--- src/hdl/tsb_pkg.sv ---
// Shared types, codes and defaults for the timer slot bank.
`default_nettype none

package tsb_pkg;

    localparam int SLOT_COUNT_DEF      = 8;
    localparam int TICKS_PER_MILLI_DEF = 10;
    localparam int COUNT_BITS_DEF      = 32;

    localparam int KIND_W         = 4;
    localparam int SLOT_W         = 3;
    localparam int AMOUNT_W       = 32;
    localparam int STATUS_W       = 3;
    localparam int PERIOD_MILLI_W = 29;

    typedef enum logic [KIND_W-1:0] {
        KIND_INIT_MS     = 4'd0,
        KIND_INIT_TICKS  = 4'd1,
        KIND_ONCE_MS     = 4'd2,
        KIND_ONCE_TICKS  = 4'd3,
        KIND_TICK        = 4'd4,
        KIND_START       = 4'd5,
        KIND_STOP        = 4'd6,
        KIND_SET_PERIOD  = 4'd7,
        KIND_READ_PERIOD = 4'd8
    } kind_t;

    typedef enum logic [STATUS_W-1:0] {
        STAT_OK        = 3'd0,
        STAT_FULL      = 3'd1,
        STAT_NO_HANDLE = 3'd2,
        STAT_ZERO      = 3'd3,
        STAT_BIG       = 3'd4
    } status_t;

    typedef enum logic [2:0] {
        S_IDLE,
        S_EVAL,
        S_SCAN,
        S_DIV,
        S_DONE
    } state_t;

    typedef struct packed {
        logic [KIND_W-1:0]   kind;
        logic                handle_valid;
        logic [SLOT_W-1:0]   slot;
        logic [AMOUNT_W-1:0] amount;
    } tsb_req_t;

    typedef struct packed {
        logic [STATUS_W-1:0]       status;
        logic [SLOT_W-1:0]         slot_out;
        logic                      handle_valid_out;
        logic                      expired;
        logic [PERIOD_MILLI_W-1:0] period_milli;
    } tsb_rsp_t;

endpackage

`default_nettype wire

--- src/hdl/tsb_ram.sv ---
// Generic single-write, single-read RAM with registered read data.
`default_nettype none

module tsb_ram #(
    parameter int WIDTH = 64,
    parameter int DEPTH = 8
) (
    input  wire logic                                      aclk,
    input  wire logic                                      we,
    input  wire logic [((DEPTH > 1) ? $clog2(DEPTH) : 1)-1:0] waddr,
    input  wire logic [WIDTH-1:0]                          wdata,
    input  wire logic [((DEPTH > 1) ? $clog2(DEPTH) : 1)-1:0] raddr,
    output logic      [WIDTH-1:0]                          rdata
);

    logic [WIDTH-1:0] mem [DEPTH];

    always_ff @(posedge aclk) begin
        if (we) begin
            mem[waddr] <= wdata;
        end
        rdata <= mem[raddr];
    end

endmodule

`default_nettype wire

--- src/hdl/tsb_div.sv ---
// Divider by a constant: reciprocal multiplication, quotient valid in the cycle after start.
`default_nettype none

module tsb_div #(
    parameter int WIDTH   = 32,
    parameter int DIVISOR = 10
) (
    input  wire logic             aclk,
    input  wire logic             aresetn,
    input  wire logic             start,
    input  wire logic [WIDTH-1:0] dividend,
    output logic                  done,
    output logic      [WIDTH-1:0] quotient
);

    // x / d == (x * m) >> (WIDTH + SH) for every WIDTH-bit x,
    // with SH = ceil(log2 d) and m = floor(2^(WIDTH + SH) / d) + 1
    localparam int SH = $clog2(DIVISOR);
    localparam int PW = 2 * WIDTH + SH;
    localparam longint unsigned RECIP_L =
        ((64'd1 << (WIDTH + SH)) / 64'(DIVISOR)) + 64'd1;
    localparam logic [WIDTH:0] RECIP_K = (WIDTH + 1)'(RECIP_L);

    logic [WIDTH-1:0] dvd_reg, dvd_next;
    logic             done_reg, done_next;
    logic [PW-1:0]    prod;

    always_comb begin
        dvd_next  = dvd_reg;
        done_next = start;
        if (start) begin
            dvd_next = dividend;
        end
    end

    assign prod = PW'(dvd_reg) * PW'(RECIP_K);

    always_ff @(posedge aclk) begin
        if (!aresetn) begin
            done_reg <= 1'b0;
        end else begin
            done_reg <= done_next;
        end
        dvd_reg <= dvd_next;
    end

    assign done     = done_reg;
    assign quotient = prod[WIDTH+SH +: WIDTH];

endmodule

`default_nettype wire

--- src/hdl/timer_slot_bank.sv ---
// Timer slot bank top level: request decode, slot sequencer and result register.
// Each request word yields exactly one result word. Most requests go from
// acceptance to a valid result through decode with the slot's RAM read,
// evaluate and write back, and a load of the result register. An init
// without a usable handle searches for the lowest free slot one slot per
// cycle. A read-period request divides the period by TICKS_PER_MILLI through
// a reciprocal multiplication in an extra divide state. The input is not
// ready while a request is in flight; a finished result waits in the output
// register without blocking the next request. Slot flags live in flip-flops;
// periods and counters share one RAM word per slot, and a per-slot written
// bit makes an unwritten slot read as zero, so no clearing pass follows reset.
`default_nettype none

module timer_slot_bank
    import tsb_pkg::*;
#(
    parameter int SLOT_COUNT      = SLOT_COUNT_DEF,
    parameter int TICKS_PER_MILLI = TICKS_PER_MILLI_DEF,
    parameter int COUNT_BITS      = COUNT_BITS_DEF
) (
    input  wire logic     aclk,
    input  wire logic     aresetn,
    input  wire logic     s_valid,
    output logic          s_ready,
    input  wire tsb_req_t s_data,
    output logic          m_valid,
    input  wire logic     m_ready,
    output tsb_rsp_t      m_data
);

    localparam int IDX_W  = (SLOT_COUNT > 1) ? $clog2(SLOT_COUNT) : 1;
    localparam int WIDE_W = IDX_W + SLOT_W;
    localparam int PROD_W = AMOUNT_W + $clog2(TICKS_PER_MILLI + 1);
    localparam int CB     = COUNT_BITS;
    localparam logic [PROD_W-1:0] TPM_K      = PROD_W'(TICKS_PER_MILLI);
    localparam logic [WIDE_W-1:0] SLOTS_K    = WIDE_W'(SLOT_COUNT);
    localparam logic [IDX_W-1:0]  LAST_IDX_K = IDX_W'(SLOT_COUNT - 1);

    state_t                  state_reg, state_next;
    tsb_req_t                req_reg, req_next;
    logic [PROD_W-1:0]       ticks_reg, ticks_next;
    tsb_rsp_t                res_reg, res_next;
    logic [IDX_W-1:0]        scan_reg, scan_next;
    logic [SLOT_COUNT-1:0]   used_reg, used_next;
    logic [SLOT_COUNT-1:0]   en_reg, en_next;
    logic [SLOT_COUNT-1:0]   once_reg, once_next;
    logic [SLOT_COUNT-1:0]   written_reg, written_next;
    logic                    m_valid_reg, m_valid_next;
    tsb_rsp_t                m_data_reg, m_data_next;

    logic                    accept;
    logic                    ms_kind;
    logic [WIDE_W-1:0]       in_slot_wide, req_slot_wide, load_wide;
    logic [IDX_W-1:0]        in_idx, req_idx, load_idx;
    logic                    usable, amount_zero, too_big;
    logic [CB-1:0]           ticks_cb;
    logic                    ram_we;
    logic [IDX_W-1:0]        ram_waddr;
    logic [2*CB-1:0]         ram_wdata, ram_rdata;
    logic [CB-1:0]           rd_period, rd_count, cnt_dec;
    logic                    load_en;
    logic                    div_start, div_done;
    logic [CB-1:0]           div_q;
    logic [31:0]             div_q_wide;

    assign accept  = s_valid && s_ready;
    assign s_ready = (state_reg == S_IDLE);

    assign ms_kind = (s_data.kind == KIND_INIT_MS) || (s_data.kind == KIND_ONCE_MS)
                  || (s_data.kind == KIND_SET_PERIOD);

    assign in_slot_wide  = WIDE_W'(s_data.slot);
    assign in_idx        = in_slot_wide[IDX_W-1:0];
    assign req_slot_wide = WIDE_W'(req_reg.slot);
    assign req_idx       = req_slot_wide[IDX_W-1:0];
    assign usable        = req_reg.handle_valid && (req_slot_wide < SLOTS_K);
    assign amount_zero   = (req_reg.amount == '0);
    assign too_big       = |ticks_reg[PROD_W-1:CB];
    assign ticks_cb      = ticks_reg[CB-1:0];

    // an unwritten slot reads as zero period and zero count
    assign rd_period = written_reg[req_idx] ? ram_rdata[2*CB-1:CB] : '0;
    assign rd_count  = written_reg[req_idx] ? ram_rdata[CB-1:0] : '0;
    assign cnt_dec   = (rd_count != '0) ? rd_count - CB'(1) : '0;

    assign load_wide  = WIDE_W'(load_idx);
    assign div_q_wide = 32'(div_q);

    tsb_ram #(
        .WIDTH(2 * CB),
        .DEPTH(SLOT_COUNT)
    ) u_ram (
        .aclk (aclk),
        .we   (ram_we),
        .waddr(ram_waddr),
        .wdata(ram_wdata),
        .raddr(in_idx),
        .rdata(ram_rdata)
    );

    tsb_div #(
        .WIDTH  (CB),
        .DIVISOR(TICKS_PER_MILLI)
    ) u_div (
        .aclk    (aclk),
        .aresetn (aresetn),
        .start   (div_start),
        .dividend(rd_period),
        .done    (div_done),
        .quotient(div_q)
    );

    always_comb begin
        state_next   = state_reg;
        req_next     = req_reg;
        ticks_next   = ticks_reg;
        res_next     = res_reg;
        scan_next    = scan_reg;
        used_next    = used_reg;
        en_next      = en_reg;
        once_next    = once_reg;
        written_next = written_reg;
        m_valid_next = m_valid_reg;
        m_data_next  = m_data_reg;
        ram_we       = 1'b0;
        ram_waddr    = req_idx;
        ram_wdata    = {rd_period, rd_count};
        load_en      = 1'b0;
        load_idx     = req_idx;
        div_start    = 1'b0;

        if (m_valid_reg && m_ready) begin
            m_valid_next = 1'b0;
        end

        case (state_reg)
            S_IDLE: begin
                if (accept) begin
                    req_next   = s_data;
                    ticks_next = ms_kind ? PROD_W'(s_data.amount) * TPM_K
                                         : PROD_W'(s_data.amount);
                    res_next.status           = STAT_OK;
                    res_next.slot_out         = s_data.slot;
                    res_next.handle_valid_out = s_data.handle_valid;
                    res_next.expired          = 1'b0;
                    res_next.period_milli     = '0;
                    state_next = S_EVAL;
                end
            end
            S_EVAL: begin
                state_next = S_DONE;
                case (req_reg.kind)
                    KIND_INIT_MS, KIND_INIT_TICKS, KIND_ONCE_MS, KIND_ONCE_TICKS: begin
                        if (amount_zero) begin
                            res_next.status = STAT_ZERO;
                        end else if (too_big) begin
                            res_next.status = STAT_BIG;
                        end else if (usable) begin
                            load_en = 1'b1;
                        end else begin
                            scan_next  = '0;
                            state_next = S_SCAN;
                        end
                    end
                    KIND_TICK, KIND_START, KIND_STOP, KIND_SET_PERIOD,
                    KIND_READ_PERIOD: begin
                        if (!usable) begin
                            res_next.status = STAT_NO_HANDLE;
                        end else if (req_reg.kind == KIND_TICK) begin
                            if (en_reg[req_idx]) begin
                                ram_we                = 1'b1;
                                written_next[req_idx] = 1'b1;
                                if (cnt_dec == '0) begin
                                    res_next.expired = 1'b1;
                                    if (once_reg[req_idx]) begin
                                        en_next[req_idx] = 1'b0;
                                        ram_wdata        = {rd_period, cnt_dec};
                                    end else begin
                                        ram_wdata = {rd_period, rd_period};
                                    end
                                end else begin
                                    ram_wdata = {rd_period, cnt_dec};
                                end
                            end
                        end else if (req_reg.kind == KIND_START) begin
                            ram_we                = 1'b1;
                            ram_wdata             = {rd_period, rd_period};
                            written_next[req_idx] = 1'b1;
                            en_next[req_idx]      = 1'b1;
                        end else if (req_reg.kind == KIND_STOP) begin
                            en_next[req_idx] = 1'b0;
                        end else if (req_reg.kind == KIND_SET_PERIOD) begin
                            if (amount_zero) begin
                                res_next.status = STAT_ZERO;
                            end else if (too_big) begin
                                res_next.status = STAT_BIG;
                            end else begin
                                ram_we                = 1'b1;
                                ram_wdata             = {ticks_cb, ticks_cb};
                                written_next[req_idx] = 1'b1;
                            end
                        end else begin
                            div_start  = 1'b1;
                            state_next = S_DIV;
                        end
                    end
                    default: begin
                    end
                endcase
            end
            S_SCAN: begin
                // walk the slots from the lowest until a free one turns up or the last slot is reached
                if (!used_reg[scan_reg]) begin
                    used_next[scan_reg] = 1'b1;
                    load_en             = 1'b1;
                    load_idx            = scan_reg;
                    state_next          = S_DONE;
                end else if (scan_reg == LAST_IDX_K) begin
                    res_next.status = STAT_FULL;
                    state_next      = S_DONE;
                end else begin
                    scan_next = scan_reg + IDX_W'(1);
                end
            end
            S_DIV: begin
                if (div_done) begin
                    res_next.period_milli = div_q_wide[PERIOD_MILLI_W-1:0];
                    state_next            = S_DONE;
                end
            end
            S_DONE: begin
                if (!m_valid_reg || m_ready) begin
                    m_data_next  = res_reg;
                    m_valid_next = 1'b1;
                    state_next   = S_IDLE;
                end
            end
            default: begin
                state_next = S_IDLE;
            end
        endcase

        // load a fresh period into the chosen slot and enable it
        if (load_en) begin
            ram_we                     = 1'b1;
            ram_waddr                  = load_idx;
            ram_wdata                  = {ticks_cb, ticks_cb};
            written_next[load_idx]     = 1'b1;
            en_next[load_idx]          = 1'b1;
            once_next[load_idx]        = req_reg.kind[1];
            res_next.slot_out          = load_wide[SLOT_W-1:0];
            res_next.handle_valid_out  = 1'b1;
        end
    end

    always_ff @(posedge aclk) begin
        if (!aresetn) begin
            state_reg   <= S_IDLE;
            used_reg    <= '0;
            en_reg      <= '0;
            once_reg    <= '0;
            written_reg <= '0;
            m_valid_reg <= 1'b0;
        end else begin
            state_reg   <= state_next;
            used_reg    <= used_next;
            en_reg      <= en_next;
            once_reg    <= once_next;
            written_reg <= written_next;
            m_valid_reg <= m_valid_next;
        end
        req_reg    <= req_next;
        ticks_reg  <= ticks_next;
        res_reg    <= res_next;
        scan_reg   <= scan_next;
        m_data_reg <= m_data_next;
    end

    assign m_valid = m_valid_reg;
    assign m_data  = m_data_reg;

`ifndef NO_ASSERTIONS
    a_busy_after_accept: assert property (@(posedge aclk) disable iff (!aresetn)
        s_valid && s_ready |=> !s_ready)
        else $error("input ready right after accepting a word");

    a_enabled_written: assert property (@(posedge aclk) disable iff (!aresetn)
        (en_reg & ~written_reg) == '0)
        else $error("enabled slot has no written period");

    a_expired_ok: assert property (@(posedge aclk) disable iff (!aresetn)
        m_valid && m_data.expired |-> m_data.status == STAT_OK)
        else $error("expiry reported with an error status");

    a_period_ok: assert property (@(posedge aclk) disable iff (!aresetn)
        m_valid && (m_data.period_milli != '0)
            |-> m_data.status == STAT_OK && !m_data.expired)
        else $error("period reported outside a read period result");
`endif

endmodule

`default_nettype wire
--- config.mk ---
export PLATFORM = sky130hd
export DESIGN_NAME = timer_slot_bank
export DESIGN_NICKNAME = d
export VERILOG_FILES = /design/src/hdl/tsb_pkg.sv /design/src/hdl/tsb_ram.sv /design/src/hdl/tsb_div.sv /design/src/hdl/timer_slot_bank.sv
export SDC_FILE = /design/constraint.sdc
export NUM_CORES = 2
export LEC_CHECK = 0
export CELL_PAD_IN_SITES_DETAIL_PLACEMENT = 0
export CELL_PAD_IN_SITES_GLOBAL_PLACEMENT = 1
export CORE_UTILIZATION = 45
export DETAILED_ROUTE_END_ITERATION = 12
export DONT_BUFFER_PORTS = 1
export PLACE_DENSITY = 0.79
export RECOVER_POWER = 25
export SETUP_SLACK_MARGIN = 0.05
export SLEW_MARGIN = 25
export SYNTH_ARGS = -nofsm -noshare
export SYNTH_HDL_FRONTEND = slang
export SYNTH_SLANG_ARGS = --single-unit
--- constraint.sdc ---
create_clock -name aclk -period 7.8 [get_ports aclk]
set_clock_uncertainty 0.2 [all_clocks]
set_input_delay 0.78 -clock aclk [delete_from_list [all_inputs] [get_ports aclk]]
set_output_delay 0.78 -clock aclk [all_outputs]
set_load 0.05 [all_outputs]
== Word-level counts from Yosys, hierarchy flattened ==
Memories as Yosys holds them, arrays and structs flattened. A register that Yosys moved wholly into a read port is not among the register bits.
Index checks and enable logic that the tools add are counted.

* Reduce and logical (&&, ||, !) cells: 34
* Equality and inequality tests: 36
* $lt $le $gt $ge: 7
* Add/sub/neg operators: 2
* Bitwise logic cells: 8
* Multipliers: 2
* Multiplexer cells: 129

{| class="wikitable"
|+ Operators by type and width
! operator !! count
|-
| $mux W64 || 10
|-
| $mux W32 || 7
|-
| $mux W8 || 21
|-
| $mux W3 || 31
|-
| $logic_not A32 Y1 || 2
|-
| $mul A32 B32 Y64 const B || 1
|-
| $pmux W29 S2 || 1
|-
| $mux W1 || 40
|-
| $or A8 B8 Y8 || 5
|-
| $mux W37 || 1
|-
| $mul A32 B3 Y35 const B || 1
|-
| $reduce_bool A32 Y1 || 1
|-
| $sub A32 B1 Y32 const B || 1
|-
| $mux W29 || 1
|-
| $ne A2 B2 Y1 const B || 11
|-
| $eq A4 B3 Y1 const B || 5
|-
| $pmux W3 S2 || 3
|-
| $lt A3 B4 Y1 const B || 4
|-
| $ne A4 B4 Y1 const B || 4
|-
| $pmux W3 S5 || 1
|-
| $reduce_and A7 Y1 || 2
|-
| $bmux W1 S3 || 4
|-
| $eq A4 B2 Y1 const B || 3
|-
| $reduce_bool A2 Y1 || 5
|-
| other kinds (30) || 53
|}

* RAM bits: 512
* Register bits after elaboration: 222
* Word-level logic and storage cells: 245
* Output and inout port bits: 39
* Memories kept: 1
* Input port bits: 44

{| class="wikitable"
|+ Memory list
! memory !! depth !! width !! rd ports !! clocked after Yosys merged registers in !! write ports !! line !! text
|-
| u_ram.mem || 8 || 64 || 1 || 1 || 1 || tsb_ram.sv:16 || <nowiki>logic [WIDTH-1:0] mem [DEPTH];</nowiki>
|}

== Depth between registers and ports, before layout ==
* Word-level depth: 16
* Mapped depth: 24
* Gate-level depth less buffers: 24

== Modules after synthesis ==
A second synthesis with hierarchy kept.

* Cells, all modules: 4105
* Area total of the unflattened synthesis: 51902.3 µm²

{| class="wikitable"
|+ Modules (own cells, without submodules)
! module !! instances !! area each (µm²) !! cells an instance !! seq. area each (µm²)
|-
| tsb_ram || 1 || 20558.5 || 816 || 16656.0
|-
| tsb_div || 1 || 17799.6 || 1737 || 980.9
|-
| timer_slot_bank || 1 || 13544.2 || 1552 || 5305.1
|}

== Least setup slack after synthesis ==
Ideal clock, no wire load.

* Path type: reg2reg
* Start point: register u_div.dvd_reg[18]
* End point: register res_reg[28] in the netlist's numbering (data pin)
* Arrival time: 6654 ps
* Cell stages (with the launch flop): 25
* Setup slack: 678 ps
* Period minus slack after synthesis: 7122 ps
* Path buffers: 0
* Data required time: 7332 ps
* Setup time: 268 ps
* Cell sequence: edfxtp_1 > ha_1 > inv_1 > fa_1 > inv_1 > fa_1 > inv_1 > fa_1 > inv_1 > fa_1 > fa_1 > fa_1 > inv_1 > fa_1 > inv_1 > ha_1 > nand3_1 > nor2_1 > o2111ai_1 > a2111o_1 > o211ai_1 > o21ai_0 > a211oi_1 > o21ai_0 > nor3b_1

{| class="wikitable"
|+ RTL lines
! item !! line !! text
|-
| from (decl) || tsb_div.sv:24 || <nowiki>logic [WIDTH-1:0] dvd_reg, dvd_next;</nowiki>
|-
| from (signal assigned) || tsb_div.sv:44 || <nowiki>dvd_reg <= dvd_next;</nowiki>
|-
| to (signal assigned) || timer_slot_bank.sv:274 || <nowiki>res_reg <= res_next;</nowiki>
|-
| to (decl) || timer_slot_bank.sv:42 || <nowiki>tsb_rsp_t res_reg, res_next;</nowiki>
|}

==> impl_metrics.xml <==
<?xml version="1.0" encoding="UTF-8"?>
<metrics>
  <group name="worst_setup_path">
    <metric name="critical_path_required" unit="ps">7950</metric>
    <metric name="critical_path_s_top_delay_family" unit="">adder cells</metric>
    <metric name="cp_slowest_cell" unit="">sky130_fd_sc_hd__fa_1</metric>
    <metric name="timing.critical_path.from_type" unit="">register</metric>
    <metric name="critical_path.max_stage_delay" unit="ps">650</metric>
    <metric name="worstPathArrival" unit="ps">7900</metric>
    <metric name="worstSetupPathDepth" unit="">23</metric>
    <metric name="crit_chain" unit="">ha_1, buf_4, ha_1, fa_1, inv_1, fa_1, inv_1, fa_1, fa_1, fa_1, fa_1, ha_1, nand3_1, a31oi_1, o2111ai_2, a2111o_1, o211ai_1, buf_4, o211ai_1, a211oi_1, buf_4, o21a_1, nor3_1</metric>
    <metric name="maximum_fanout_along_the_worst_path" unit="">6</metric>
    <metric name="worst-r2r-cell-count" unit="">23</metric>
    <metric name="crit_buf_inv" unit="">5</metric>
    <metric name="path_common_cell" unit="">sky130_fd_sc_hd__fa_1</metric>
    <metric name="cp-end-kind" unit="">register</metric>
    <metric name="type_of_the_worst_setup_path" unit="">reg -&gt; reg</metric>
    <metric name="worst-r2r-setup-slack" unit="ps">50</metric>
  </group>
  <group name="global_route">
    <metric name="grt_start_max_net_pins" unit="">131</metric>
    <metric name="grt_overflow_total" unit="">0</metric>
    <metric name="grt_resource_usage_total" unit="">0.2441</metric>
    <metric name="wire_length_of_the_first_global_routing_pass" unit="mm">211.7</metric>
    <metric name="vias_in_the_first_global_route" unit="">33367</metric>
    <metric name="grt_antenna_before_repair" unit="">4</metric>
  </group>
  <group name="synth">
    <metric name="async_flop_share" unit="">0</metric>
    <metric name="largest_area_contributor_in_the_synthesized_netlist" unit="">sky130_fd_sc_hd__edfxtp_1</metric>
    <metric name="ys_top_cells_by_count" unit="">696 x sky130_fd_sc_hd__edfxtp_1, 581 x sky130_fd_sc_hd__inv_1, 409 x sky130_fd_sc_hd__ha_1, 388 x sky130_fd_sc_hd__fa_1, 231 x sky130_fd_sc_hd__nand2_1</metric>
    <metric name="synth.avg_cell_area" unit="um2">12.67</metric>
    <metric name="synthesis.yosys.warnings" unit="">0</metric>
    <metric name="synth_enable_flop_cells" unit="">696</metric>
    <metric name="synth.top_cell.area_share" unit="">0.4078</metric>
    <metric name="synthesis.instances" unit="">4046</metric>
    <metric name="ys_top_cells_by_area" unit="">sky130_fd_sc_hd__edfxtp_1 41%, sky130_fd_sc_hd__fa_1 15%, sky130_fd_sc_hd__ha_1 10%</metric>
    <metric name="ys_types" unit="">81</metric>
    <metric name="syn_area" unit="um2">51250</metric>
    <metric name="postSynthRegisterBits" unit="">798</metric>
    <metric name="synthMostInstantiatedCell" unit="">sky130_fd_sc_hd__edfxtp_1</metric>
    <metric name="synth_fp_nets" unit="">4887</metric>
    <metric name="synth_seq_area_share" unit="">0.4477</metric>
    <metric name="synth_flop_cell" unit="">sky130_fd_sc_hd__edfxtp_1</metric>
  </group>
  <group name="detailed_routing">
    <metric name="routed_wirelength" unit="mm">141.8</metric>
    <metric name="detail_route.first_pass.iterations" unit="">5</metric>
    <metric name="met2WireLength" unit="mm">65.79</metric>
    <metric name="via_count" unit="">33202</metric>
    <metric name="final_antenna_net_count" unit="">0</metric>
    <metric name="drt_first_iter_violations" unit="">3186</metric>
    <metric name="wirelength_met1" unit="mm">59.79</metric>
    <metric name="detail_route.wl_per_cell" unit="um">24.72</metric>
    <metric name="highest_layer" unit="">met4</metric>
    <metric name="drt_drc_violations_left" unit="">0</metric>
    <metric name="met3RoutedLength" unit="mm">10.36</metric>
    <metric name="viasPerCell" unit="">5.788</metric>
  </group>
  <group name="cts">
    <metric name="cts_made_buffers" unit="">80</metric>
    <metric name="clock_sinks" unit="">798</metric>
    <metric name="tritoncts_clock_tree" unit="">built</metric>
    <metric name="clk_root_buffer_cell" unit="">sky130_fd_sc_hd__clkbuf_16</metric>
    <metric name="cts.clk_slew.worst_paths" unit="ps">60</metric>
    <metric name="clock_latency" unit="ps">660</metric>
    <metric name="h-tree-depth" unit="">3</metric>
    <metric name="max-clock-path-buffers" unit="">3</metric>
  </group>
  <group name="layout">
    <metric name="finish.net_count" unit="">5005</metric>
    <metric name="drive_gt1_frac" unit="">0.1371</metric>
    <metric name="largest_reg_flops" unit="">512</metric>
    <metric name="top_regs" unit="">u_ram.mem: 512 flops, u_ram.rdata: 64 flops</metric>
    <metric name="largest-register" unit="">u_ram.mem</metric>
    <metric name="finish.utilization" unit="">0.5069</metric>
    <metric name="area_growth_from_synthesis_to_layout" unit="%">11.43</metric>
  </group>
  <group name="floorplan">
    <metric name="initial_utilization" unit="">0.4549</metric>
    <metric name="core-area" unit="um2">112700</metric>
    <metric name="core.rowCount" unit="">123</metric>
    <metric name="die_area" unit="um2">115200</metric>
    <metric name="io-pin-count" unit="">83</metric>
    <metric name="die_y" unit="um">339.5</metric>
    <metric name="die_width" unit="um">339.5</metric>
  </group>
  <group name="power_and_ir_drop">
    <metric name="worst_ir_drop_vdd" unit="V">0.0002122</metric>
    <metric name="total_leakage_power" unit="uW">0.02308</metric>
    <metric name="powerDensity" unit="nW/um2">211.0</metric>
  </group>
  <group name="timing">
    <metric name="post-route-period-util" unit="">0.9942</metric>
    <metric name="actual_transition_at_the_worst_max_transition_pin" unit="ps">2525</metric>
    <metric name="finalSetupTns" unit="ps">0</metric>
    <metric name="max-slew-margin-rel" unit="">-0.6837</metric>
    <metric name="final_hold_viol_count" unit="">0</metric>
    <metric name="postLayoutSetupSlackWorst" unit="ps">45.20</metric>
    <metric name="timing.final.crit_period" unit="ps">7755</metric>
    <metric name="timing.final.max_slew_violations" unit="">154</metric>
    <metric name="achievable-frequency" unit="GHz">0.1290</metric>
    <metric name="rsz0062_at_grt" unit="">true</metric>
    <metric name="report.final.setup_viol" unit="">0</metric>
  </group>
  <group name="flow_run">
    <metric name="max-cap-violations" unit="">6</metric>
  </group>
  <group name="run_status">
    <metric name="outcome" unit="">finished with violations</metric>
    <metric name="failed_checks" unit="">capacitance limit, slew limit</metric>
  </group>
  <group name="placement">
    <metric name="dp_hpwl" unit="mm">104.2</metric>
    <metric name="detailedPlace.worstSlack" unit="ps">26.44</metric>
    <metric name="finalWeightedCongestion" unit="">0.9760</metric>
    <metric name="port-buffer-count" unit="">0</metric>
  </group>
  <group name="hold_path">
    <metric name="hold_class" unit="">in -&gt; reg</metric>
    <metric name="whs_path_depth" unit="">0</metric>
  </group>
</metrics>
-- power breakdown --
| group | total, uW | leakage (uW) | switching (uW) | internal (uW) |
|---|---|---|---|---|
| Sequential | 4980 | 0.00729 | 169 | 4810 |
| Combinational | 3180 | 0.0145 | 1830 | 1350 |
| Clock | 3890 | 0.00129 | 1720 | 2170 |
| Total | 12000 | 0.0231 | 3730 | 8320 |
-- path summary, 6_finish.rpt --
path	startpoint	end
setup reg to reg	u_div.dvd_reg[20]$_DFFE_PP_	res_reg[21]$_DFFE_PP_
hold reg to reg	res_reg[5]$_DFFE_PP_	m_data[5]$_DFFE_PP_
hold / removal	s_data[20]	req_reg[20]$_DFFE_PP_
setup / recovery	u_div.dvd_reg[20]$_DFFE_PP_	res_reg[21]$_DFFE_PP_
-- metrics by stage --
stage | hold WS (ps) | instances | instance area [um2] | power (uW)
finish | 34.13 | 5736 | 57110 | 12050
global route | 8.450 | 5731 | 57090 | 12610
CTS | 0.02393 | 5703 | 56660 | 11880
global placement | 202.2 | 5524 | 53670 | 7951
floorplan | 200.3 | 4046 | 51250 | 7145
detailed placement | 205.4 | 5524 | 53670 | 7972
-- what timing repair did --
item / 4_1_cts / 5_1_grt
resized for setup: 5 / 50
pin swaps: 1 / 15
hold buffers: 22 / 0
setup endpoints to repair: 7 / 17
setup buffers: 8 / 27
endpoints found under the hold margin: 22 / 0
-- placed cells by master, fill, tap and decap left out, types with 80 or more instances in the layout --
cell type	Yosys	routed
sky130_fd_sc_hd__a21oi_1	186	183
sky130_fd_sc_hd__nor2_1	190	180
sky130_fd_sc_hd__edfxtp_1	696	696
sky130_fd_sc_hd__mux4_2	135	135
sky130_fd_sc_hd__fa_1	388	387
sky130_fd_sc_hd__o21ai_0	144	140
sky130_fd_sc_hd__buf_4	1	153
sky130_fd_sc_hd__inv_1	581	577
sky130_fd_sc_hd__mux2_2	85	80
sky130_fd_sc_hd__dfxtp_1	102	102
sky130_fd_sc_hd__nand2_1	231	230
sky130_fd_sc_hd__clkbuf_16	0	81
sky130_fd_sc_hd__ha_1	409	386
-- worst reg2reg max path: stages (launching register included) --
cell and delay [ps]:
sky130_fd_sc_hd__edfxtp_1 510, sky130_fd_sc_hd__ha_1 340, sky130_fd_sc_hd__buf_4 180, sky130_fd_sc_hd__ha_1 330, sky130_fd_sc_hd__fa_1 500, sky130_fd_sc_hd__inv_1 60, sky130_fd_sc_hd__fa_1 650, sky130_fd_sc_hd__inv_1 100
sky130_fd_sc_hd__fa_1 490, sky130_fd_sc_hd__fa_1 450, sky130_fd_sc_hd__fa_1 530, sky130_fd_sc_hd__fa_1 420, sky130_fd_sc_hd__ha_1 400, sky130_fd_sc_hd__nand3_1 90, sky130_fd_sc_hd__a31oi_1 240, sky130_fd_sc_hd__o2111ai_2 170
sky130_fd_sc_hd__a2111o_1 410, sky130_fd_sc_hd__o211ai_1 400, sky130_fd_sc_hd__buf_4 240, sky130_fd_sc_hd__o211ai_1 170, sky130_fd_sc_hd__a211oi_1 280, sky130_fd_sc_hd__buf_4 170, sky130_fd_sc_hd__o21a_1 110, sky130_fd_sc_hd__nor3_1 40
-- routing by layer --
metal,GRT usage,vias up
li1,-,14701
met1,0.3396,16886
met2,0.3880,1350
met3,0.03668,265
met4,0.09187,0
met5,0,-
-- cells by family (layout without fill, tap and decap cells) --
family          count (synthesis)  in the layout  share of synthesized area
flops                         798            798                     0.4477
fa+ha+maj                     797            797                     0.2514
simple gates                  735            735                    0.06795
buf+inv                       731            916                    0.05376
compound gates                645            645                    0.08018
mux                           241            241                    0.08211
xor+xnor                       99             99                    0.01692
other cells                     0              5                          0
-- final cells by class --
cell class                      count  area, um2
Multi-Input combinational cell   2517      25950
Sequential cell                   798      22940
Antenna cell                        5      12.51
Tap cell                         1500       1877
Clock inverter                     47      493.0
Clock buffer                      102       2196
Inverter                          582       2193
Fill cell                        9686      55550
Timing Repair Buffer              185       1439
Note: power is estimated with default switching activity, not from simulation.
